`config.mk`:
```
export PLATFORM = sky130hd
export DESIGN_NAME = priority_task_scheduler_top
export DESIGN_NICKNAME = d
export VERILOG_FILES = /design/src/pts_pkg.sv /design/src/pts_tag_ram.sv /design/src/priority_task_scheduler_top.sv
export SDC_FILE = /design/constraint.sdc
export NUM_CORES = 2
export LEC_CHECK = 0
export ABC_AREA = 1
export BUFFER_PORTS_ARGS = -buffer_cell sky130_fd_sc_hd__buf_2
export CAP_MARGIN = 20
export CORE_MARGIN = 8
export CORE_UTILIZATION = 56
export DETAILED_ROUTE_END_ITERATION = 10
export GPL_ROUTABILITY_DRIVEN = 0
export PLACE_DENSITY = 0.72
export SYNTH_ARGS = -nofsm -noshare
export SYNTH_HDL_FRONTEND = slang
export SYNTH_HIERARCHICAL = 1
export SYNTH_SLANG_ARGS = --single-unit
```
`constraint.sdc`:
```
create_clock -name clock -period 6.1 [get_ports clock]
set_input_delay 0 -clock clock [delete_from_list [all_inputs] [get_ports clock]]
set_output_delay 0 -clock clock [all_outputs]
set_load 0.1 [all_outputs]
```
`src/pts_pkg.sv`:
```
// shared constants, command and status codes for the priority task scheduler
`timescale 1ns / 1ps
`default_nettype none
package pts_pkg;

   // default sizing
   localparam int PTS_LEVELS      = 8;
   localparam int PTS_LEVEL_DEPTH = 16;
   localparam int PTS_TAG_BITS    = 16;

   // fixed field widths on the streams
   localparam int REQ_TAG_W  = 16;
   localparam int PRIO_W     = 3;
   localparam int STATUS_W   = 2;
   localparam int WAIT_W     = 8;
   localparam int REQ_DATA_W = 24;
   localparam int RSP_DATA_W = 32;

   typedef enum logic [0:0] {
      CMD_ADD    = 1'b0,
      CMD_CHOOSE = 1'b1
   } cmd_type;

   typedef enum logic [STATUS_W-1:0] {
      ST_OK    = 2'd0,
      ST_FULL  = 2'd1,
      ST_EMPTY = 2'd2
   } status_type;

endpackage
`default_nettype wire

```
`src/pts_tag_ram.sv`:
```
// single-port tag memory with a registered read
`timescale 1ns / 1ps
`default_nettype none
module pts_tag_ram
   import pts_pkg::*;
#(
   parameter int DEPTH  = PTS_LEVELS * PTS_LEVEL_DEPTH,
   parameter int ADDR_W = 7,
   parameter int DATA_W = PTS_TAG_BITS
) (
   input  wire logic              clock,
   input  wire logic              wr_en,
   input  wire logic              rd_en,
   input  wire logic [ADDR_W-1:0] addr,
   input  wire logic [DATA_W-1:0] wr_data,
   output logic      [DATA_W-1:0] rd_data
);

   logic [DATA_W-1:0] mem [DEPTH];
   logic [DATA_W-1:0] rd_data_ff;

   always_ff @(posedge clock) begin
      if (wr_en) begin
         mem[addr] <= wr_data;
      end
   end

   // read data holds until the next read
   always_ff @(posedge clock) begin
      if (rd_en) begin
         rd_data_ff <= mem[addr];
      end
   end

   assign rd_data = rd_data_ff;

endmodule
`default_nettype wire

```
`src/priority_task_scheduler_top.sv`:
```
// priority task scheduler: per-level tag stacks in one ram, highest level served first
//
// req channel: one command per transaction. req_tuser[0] is the command (add or choose),
// req_tdata carries the task tag and its priority level. rsp channel: one result per
// command with a status in rsp_tuser and the chosen tag, its level and the number of
// tasks still waiting in rsp_tdata.
// an add pushes the tag onto its level's stack, or reports full if that level is at
// depth. a choose pops the newest tag of the highest non-empty level, or reports empty.
// levels at or above LEVELS are folded onto the top level.
// an accepted command passes through the read stage (pend registers and the tag ram's
// registered read) into the result register. no new command is taken before the result
// is loaded, because the pop goes through the read of the single-port tag ram first.
// the result register decouples the sides: a new command is taken while a result still
// waits; if rsp_tready stays low the finished command holds in the read stage and
// req_tready stays low until the result register frees up.
// reset (synchronous, active high) empties all levels at once; the tag ram itself is
// not cleared, since a slot is only read after it was pushed.
`timescale 1ns / 1ps
`default_nettype none
module priority_task_scheduler_top
   import pts_pkg::*;
#(
   parameter int LEVELS      = PTS_LEVELS,
   parameter int LEVEL_DEPTH = PTS_LEVEL_DEPTH,
   parameter int TAG_BITS    = PTS_TAG_BITS
) (
   input  wire logic                  clock,
   input  wire logic                  reset,
   input  wire logic                  req_tvalid,
   output logic                       req_tready,
   // task_tag [15:0], priority_req [18:16], zero pad [23:19]
   input  wire logic [REQ_DATA_W-1:0] req_tdata,
   // command [0]
   input  wire logic [0:0]            req_tuser,
   output logic                       rsp_tvalid,
   input  wire logic                  rsp_tready,
   // chosen_tag [15:0], chosen_priority [18:16], tasks_waiting [26:19], zero pad [31:27]
   output logic [RSP_DATA_W-1:0]      rsp_tdata,
   // status [1:0]
   output logic [STATUS_W-1:0]        rsp_tuser
);

   localparam int SLOTS  = LEVELS * LEVEL_DEPTH;
   localparam int LVL_W  = $clog2(LEVELS);
   localparam int FILL_W = $clog2(LEVEL_DEPTH + 1);
   localparam int ADDR_W = $clog2(SLOTS);
   localparam int CNT_W  = $clog2(SLOTS + 1);
   // one spare bit so LEVELS itself is representable in the compare
   localparam int CMP_W  = ((LVL_W > PRIO_W) ? LVL_W : PRIO_W) + 1;
   localparam int SAT_W  = (CNT_W > WAIT_W) ? CNT_W : WAIT_W;

   typedef enum logic [0:0] {
      S_IDLE = 1'b0,
      S_READ = 1'b1
   } state_type;

   state_type             state_ff, state_in;
   logic [FILL_W-1:0]     fill_ff [LEVELS];
   logic [FILL_W-1:0]     fill_in [LEVELS];
   logic [CNT_W-1:0]      count_ff, count_in;
   status_type            pend_status_ff, pend_status_in;
   logic                  pend_pop_ff, pend_pop_in;
   logic [PRIO_W-1:0]     pend_prio_ff, pend_prio_in;
   logic                  rsp_valid_ff, rsp_valid_in;
   status_type            rsp_status_ff, rsp_status_in;
   logic [REQ_TAG_W-1:0]  rsp_tag_ff, rsp_tag_in;
   logic [PRIO_W-1:0]     rsp_prio_ff, rsp_prio_in;
   logic [WAIT_W-1:0]     rsp_wait_ff, rsp_wait_in;

   cmd_type               req_cmd;
   logic [REQ_TAG_W-1:0]  req_tag;
   logic [PRIO_W-1:0]     req_prio;
   logic                  req_fire;
   logic [LVL_W-1:0]      add_lvl;
   logic [FILL_W-1:0]     add_fill;
   logic                  add_full;
   logic                  any_waiting;
   logic [LVL_W-1:0]      top_lvl;
   logic [FILL_W-1:0]     pop_fill;
   logic [ADDR_W-1:0]     add_addr;
   logic [ADDR_W-1:0]     pop_addr;
   logic                  ram_wr_en;
   logic                  ram_rd_en;
   logic [ADDR_W-1:0]     ram_addr;
   logic [TAG_BITS-1:0]   ram_rd_data;

   assign req_cmd   = cmd_type'(req_tuser[0]);
   assign req_tag   = req_tdata[REQ_TAG_W-1:0];
   assign req_prio  = req_tdata[REQ_TAG_W+PRIO_W-1:REQ_TAG_W];
   assign req_tready = (state_ff == S_IDLE);
   assign req_fire  = req_tvalid && req_tready;

   // fold out-of-range levels onto the top level
   always_comb begin
      if (CMP_W'(req_prio) >= CMP_W'(LEVELS)) begin
         add_lvl = LVL_W'(LEVELS - 1);
      end else begin
         add_lvl = LVL_W'(req_prio);
      end
   end

   assign add_fill = fill_ff[add_lvl];
   assign add_full = (add_fill == FILL_W'(LEVEL_DEPTH));
   assign add_addr = ADDR_W'(add_lvl) * ADDR_W'(LEVEL_DEPTH) + ADDR_W'(add_fill);

   // highest non-empty level
   always_comb begin
      any_waiting = 1'b0;
      top_lvl     = '0;
      for (int k = 0; k < LEVELS; k++) begin
         if (fill_ff[k] != '0) begin
            any_waiting = 1'b1;
            top_lvl     = LVL_W'(k);
         end
      end
   end

   assign pop_fill = fill_ff[top_lvl] - FILL_W'(1);
   assign pop_addr = ADDR_W'(top_lvl) * ADDR_W'(LEVEL_DEPTH) + ADDR_W'(pop_fill);

   always_comb begin
      state_in       = state_ff;
      fill_in        = fill_ff;
      count_in       = count_ff;
      pend_status_in = pend_status_ff;
      pend_pop_in    = pend_pop_ff;
      pend_prio_in   = pend_prio_ff;
      rsp_valid_in   = rsp_valid_ff && !rsp_tready;
      rsp_status_in  = rsp_status_ff;
      rsp_tag_in     = rsp_tag_ff;
      rsp_prio_in    = rsp_prio_ff;
      rsp_wait_in    = rsp_wait_ff;
      ram_wr_en      = 1'b0;
      ram_rd_en      = 1'b0;
      ram_addr       = add_addr;

      unique case (state_ff)
         S_IDLE: begin
            if (req_tvalid) begin
               state_in     = S_READ;
               pend_pop_in  = 1'b0;
               pend_prio_in = '0;
               unique case (req_cmd)
                  CMD_ADD: begin
                     if (add_full) begin
                        pend_status_in = ST_FULL;
                     end else begin
                        pend_status_in   = ST_OK;
                        ram_wr_en        = 1'b1;
                        fill_in[add_lvl] = add_fill + FILL_W'(1);
                        count_in         = count_ff + CNT_W'(1);
                     end
                  end
                  CMD_CHOOSE: begin
                     if (any_waiting) begin
                        pend_status_in   = ST_OK;
                        pend_pop_in      = 1'b1;
                        pend_prio_in     = PRIO_W'(top_lvl);
                        ram_rd_en        = 1'b1;
                        ram_addr         = pop_addr;
                        fill_in[top_lvl] = pop_fill;
                        count_in         = count_ff - CNT_W'(1);
                     end else begin
                        pend_status_in = ST_EMPTY;
                     end
                  end
                  default: begin
                     pend_status_in = ST_EMPTY;
                  end
               endcase
            end
         end
         S_READ: begin
            // counters already hold the post-command values here
            if (!rsp_valid_ff || rsp_tready) begin
               state_in      = S_IDLE;
               rsp_valid_in  = 1'b1;
               rsp_status_in = pend_status_ff;
               rsp_tag_in    = pend_pop_ff ? REQ_TAG_W'(ram_rd_data) : '0;
               rsp_prio_in   = pend_prio_ff;
               if (SAT_W'(count_ff) > SAT_W'(255)) begin
                  rsp_wait_in = '1;
               end else begin
                  rsp_wait_in = WAIT_W'(count_ff);
               end
            end
         end
         default: begin
            state_in = S_IDLE;
         end
      endcase
   end

   always_ff @(posedge clock) begin
      if (reset) begin
         state_ff     <= S_IDLE;
         rsp_valid_ff <= 1'b0;
         count_ff     <= '0;
         for (int k = 0; k < LEVELS; k++) begin
            fill_ff[k] <= '0;
         end
      end else begin
         state_ff     <= state_in;
         rsp_valid_ff <= rsp_valid_in;
         count_ff     <= count_in;
         fill_ff      <= fill_in;
      end
      pend_status_ff <= pend_status_in;
      pend_pop_ff    <= pend_pop_in;
      pend_prio_ff   <= pend_prio_in;
      rsp_status_ff  <= rsp_status_in;
      rsp_tag_ff     <= rsp_tag_in;
      rsp_prio_ff    <= rsp_prio_in;
      rsp_wait_ff    <= rsp_wait_in;
   end

   pts_tag_ram #(
      .DEPTH  (SLOTS),
      .ADDR_W (ADDR_W),
      .DATA_W (TAG_BITS)
   ) u_tag_ram (
      .clock   (clock),
      .wr_en   (ram_wr_en),
      .rd_en   (ram_rd_en),
      .addr    (ram_addr),
      .wr_data (TAG_BITS'(req_tag)),
      .rd_data (ram_rd_data)
   );

   assign rsp_tvalid = rsp_valid_ff;
   assign rsp_tuser  = rsp_status_ff;
   assign rsp_tdata  = {
      (RSP_DATA_W - REQ_TAG_W - PRIO_W - WAIT_W)'(0),
      rsp_wait_ff,
      rsp_prio_ff,
      rsp_tag_ff
   };

   a_count_bounded: assert property (@(posedge clock) disable iff (reset)
      count_ff <= CNT_W'(SLOTS))
      else $error("task count above capacity");

   a_accept_goes_read: assert property (@(posedge clock) disable iff (reset)
      req_fire |=> (state_ff == S_READ))
      else $error("accepted command did not enter read stage");

   a_push_counts: assert property (@(posedge clock) disable iff (reset)
      (req_fire && req_cmd == CMD_ADD && !add_full)
      |=> (count_ff == CNT_W'($past(count_ff) + CNT_W'(1))))
      else $error("push did not bump task count");

   a_pop_counts: assert property (@(posedge clock) disable iff (reset)
      (req_fire && req_cmd == CMD_CHOOSE && any_waiting)
      |=> (count_ff == CNT_W'($past(count_ff) - CNT_W'(1))))
      else $error("pop did not drop task count");

   a_reject_keeps_count: assert property (@(posedge clock) disable iff (reset)
      (req_fire && ((req_cmd == CMD_ADD && add_full) || (req_cmd == CMD_CHOOSE && !any_waiting)))
      |=> $stable(count_ff))
      else $error("rejected command changed task count");

endmodule
`default_nettype wire

```
==> summary.txt <==
Cells and area
  • Fraction of layout cells with a size suffix above 1: 7.41%
  • Fin nets: 9542
  • FILL cells: 12700
  • Multi-input gate area in the final layout: 25700 sq um
  • Fin cells: 11900
  • Layout area overhead: 12.1%
  • Post-route cell area: 104000 sq um
  • FF/Latch Area: 64000 sq um

Detailed routing
  • Drt pass-1 iters: 8
  • Vias: approximately 65000
  • DRC Markers: 0
  • Initial DRC count: 8402
  • Remaining antenna violation count: 0
  • Via density: between 5 and 6
  • Final WL: 247000 um
  • Wirelength per Cell: ~21 um

Clock tree
  • CTS Root Cell: clkbuf_16
  • CTS buffer count: 211
  • Setup repair bufs after CTS: 0
  • Sink Count: 2149
  • H-Tree Depth: 4
  • Clk_lat worst skew: 860 ps
  • Clock slew at reported path FFs: 60 ps
  • TritonCTS clock tree: built
  • CTS Buffer Depth: 3

Floorplan
  • IO Count: 65
  • Die Width: 422 um
  • Cell row count: ~150
  • Initial Utilization: 56.3%
  • Die Y: 422 um
  • Core Footprint: 164000 sq um
  • DIE AREA: 178000 sq um

Critical path
  • CP max FO: 60
  • CP most frequent cell: nand2_1
  • CP required: 6820 ps
  • Critical path class: reg -> reg
  • Crit path launch type: flip-flop
  • Worst path slowest cell: inv_8
  • Slowest stage delay, CP: 460 ps
  • Endpoint type of the worst setup path: flip-flop
  • Crit path DAT: 5960 ps

Synth
  • Sequential area share after synthesis: 69.2%
  • Yosys reg bits: 2149
  • Synth Warn #: 6
  • Post-synth ARST share: 0%
  • Post-synth EDFFs: 2099
  • Syn avg cell area: a little under 10 sq um
  • Post-Syn Area: 92500 sq um
  • Ys flop type: edfxtp_1
  • Syn Inst Count: about 9400
  • Number of distinct library cells after synthesis: 49

Timing
  • RSZ-0062 raised after global routing: no
  • Final Setup Violations: 0
  • Slew of the pin with the lowest slew margin: between 1000 and 1500 ps
  • Relative slew slack: 22.3%
  • Hold Vio Cnt, Final: 0
  • Setup Skew: 56.3 ps
  • Slew Viols, Final: 0
  • Setup TNS: 0 ps
  • Period minus WS final: 5240 ps
  • Highest clock rate: 191 MHz
  • Tcrit/Tclk final: a little under nine tenths

Power
  • Sw Pwr: 25300 uW
  • Total power per unit cell area: 536 nW/um^2
  • Worst VDD drop: a little over 0.5 mV
  • Logic pwr share: 47.2%
  • Sequential power share: 30.1%
  • Cell-internal power: slightly above 30000 uW
  • Switch share: 45.5%
  • Clock Power Share: 22.7%
  • Leakage Power: 0.0434 uW

Place
  • Placed standard-cell area: just under 100000 sq um
  • Input/output buffers: 54
  • Placed Cells: 11400
  • Final HPWL DP: 144000 um

Global routing
  • GRT overflow: 0
  • Initial antenna violation count: 3
  • Largest net degree at the start of global routing: 208
  • First-pass GRT wire length: 370000 um
  • Global-route usage over all layers: 26.9%
  • Vias in the first global route: 62000

Run status
  • Status: finished, final reports clean

Job
  • MaxCap Viol Count: 0

Worst hold path
  • Hold crit path type: in -> reg
worst paths after layout:
path | cells past startpoint | slack, ps | startpoint | to
worst max-delay path | 28 | 860 | fill_ff[2] | u_tag_ram/rd_data[1]
worst min-delay path | 3 | 80 | reset | count_ff[7]
worst max register to register | 28 | 860 | fill_ff[2] | u_tag_ram/rd_data[1]
worst min register to register | 0 | 430 | pend_status_ff[0] | rsp_tuser[0]
synth_stat cells, types with 7 or more instances:
| library cell | instances | area share, % |
|---|---|---|
| inv_1 | 168 | 0.68 |
| o21ai_0 | 28 | 0.15 |
| dfxtp_1 | 50 | 1.1 |
| a21oi_1 | 69 | 0.37 |
| nand3_1 | 79 | 0.43 |
| or2_2 | 12 | 0.081 |
| nor2_1 | 430 | 1.7 |
| buf_1 | 26 | 0.11 |
| clkbuf_1 | 143 | 0.58 |
| buf_2 | 255 | 1.4 |
| buf_6 | 8 | 0.097 |
| buf_4 | 22 | 0.18 |
| edfxtp_1 | 2099 | 68 |
| nand4_1 | 11 | 0.074 |
| ha_1 | 13 | 0.18 |
| nand2_2 | 9 | 0.061 |
| o22ai_1 | 19 | 0.13 |
| xor2_1 | 7 | 0.066 |
| nor2_2 | 11 | 0.074 |
| nand2_1 | 5825 | 24 |
| inv_2 | 11 | 0.045 |
final cells by class:
class / count / area share, %
clock inverter: 125 / 1.07
multi-input combinational: 6575 / 24.8
antenna: 1 / 0.00241
tap: 2189 / 2.64
clock buffer: 269 / 5.39
sequential: 2149 / 61.7
timing repair buffer: 379 / 3.72
inverter: 183 / 0.686
through the flow:
| step | hold WS [ps] | total power, uW | util [%] | setup slack [ps] |
|---|---|---|---|---|
| 6_report | 78.2 | 55600 | 63.1 | 858 |
| 5_1_grt | 73.5 | 58500 | 63.1 | 609 |
| 4_1_cts | 13.4 | 55100 | 63.1 | 984 |
| 3_5_place_dp | 293 | 42400 | 58.8 | 983 |
| 3_3_place_gp | 282 | 42200 | 58.8 | 1010 |
| 2_1_floorplan | 98.9 | 33700 | - | 1520 |
flip-flops by register name (all words and copies together), names as in the netlist:
register,flops
u_tag_ram/mem,2048
fill_ff,40
rsp_tag_ff,16
u_tag_ram/rd_data,16
count_ff,8
rsp_wait_ff,8
pend_prio_ff,3
rsp_prio_ff,3
pend_status_ff,2
rsp_tuser,2
pend_pop_ff,1
rsp_tvalid,1
state_ff,1
cells in the final DEF (no fill, tap or decap), drive strengths merged, types with 4 or more instances in the layout:
cell type	count
xnor2	4
o211ai	4
buf	345
o21ai	33
nand3	88
clkbuf	269
nor2	449
a21oi	69
xor2	9
bufinv	14
or2	12
clkinv	98
nand2	5841
nor3	6
dlygate4sd3	34
clkinvlp	10
nand4	13
inv	186
dfxtp	50
ha	13
o22ai	19
conb	5
edfxtp	2099
critical path, delay by kind of cell (launching register included):
family                 cells  cell delay (ps)
AND/OR/NAND/NOR           19             2260
buffers and inverters      7             2030
AO/OA/AOI/OAI              2              380
flip-flops                 1              340
repair_timing:
item | 4_1_cts | 5_1_grt
hold buffers | 34 | 0
resized for setup | 0 | 0
endpoints found under the hold margin | 988 | 0
cell families after synthesis:
logic type | count (synthesis) | synth area share (%)
buffers and inverters | 638 | 3.11
AO/OA/AOI/OAI | 131 | 0.763
other | 1 | 0.00405
flip-flops | 2149 | 69.2
AND/OR/NAND/NOR | 6412 | 26.6
XOR/XNOR | 13 | 0.151
adder cells (fa/ha/maj) | 14 | 0.197
routing by layer:
layer  global-route usage, %  part of all wire [%]  up-vias
met5                       0                     0        -
met4                    12.7                   5.1        0
met3                    6.00                    11      635
met2                    41.7                    45     3424
met1                    36.4                    39    30700
li1                        -                     -    30400
power by group through the flow:
stage / registers, uW / clock network (uW) / logic (uW)
after floorplan: 17200 / 0 / 16500
after global placement: 17000 / 0 / 25200
after detailed placement: 17000 / 0 / 25400
after CTS: 16700 / 12700 / 25600
after global routing: 16800 / 13300 / 28500
final: 16700 / 12600 / 26200
No activity file was read; power rests on OpenSTA's default activity.
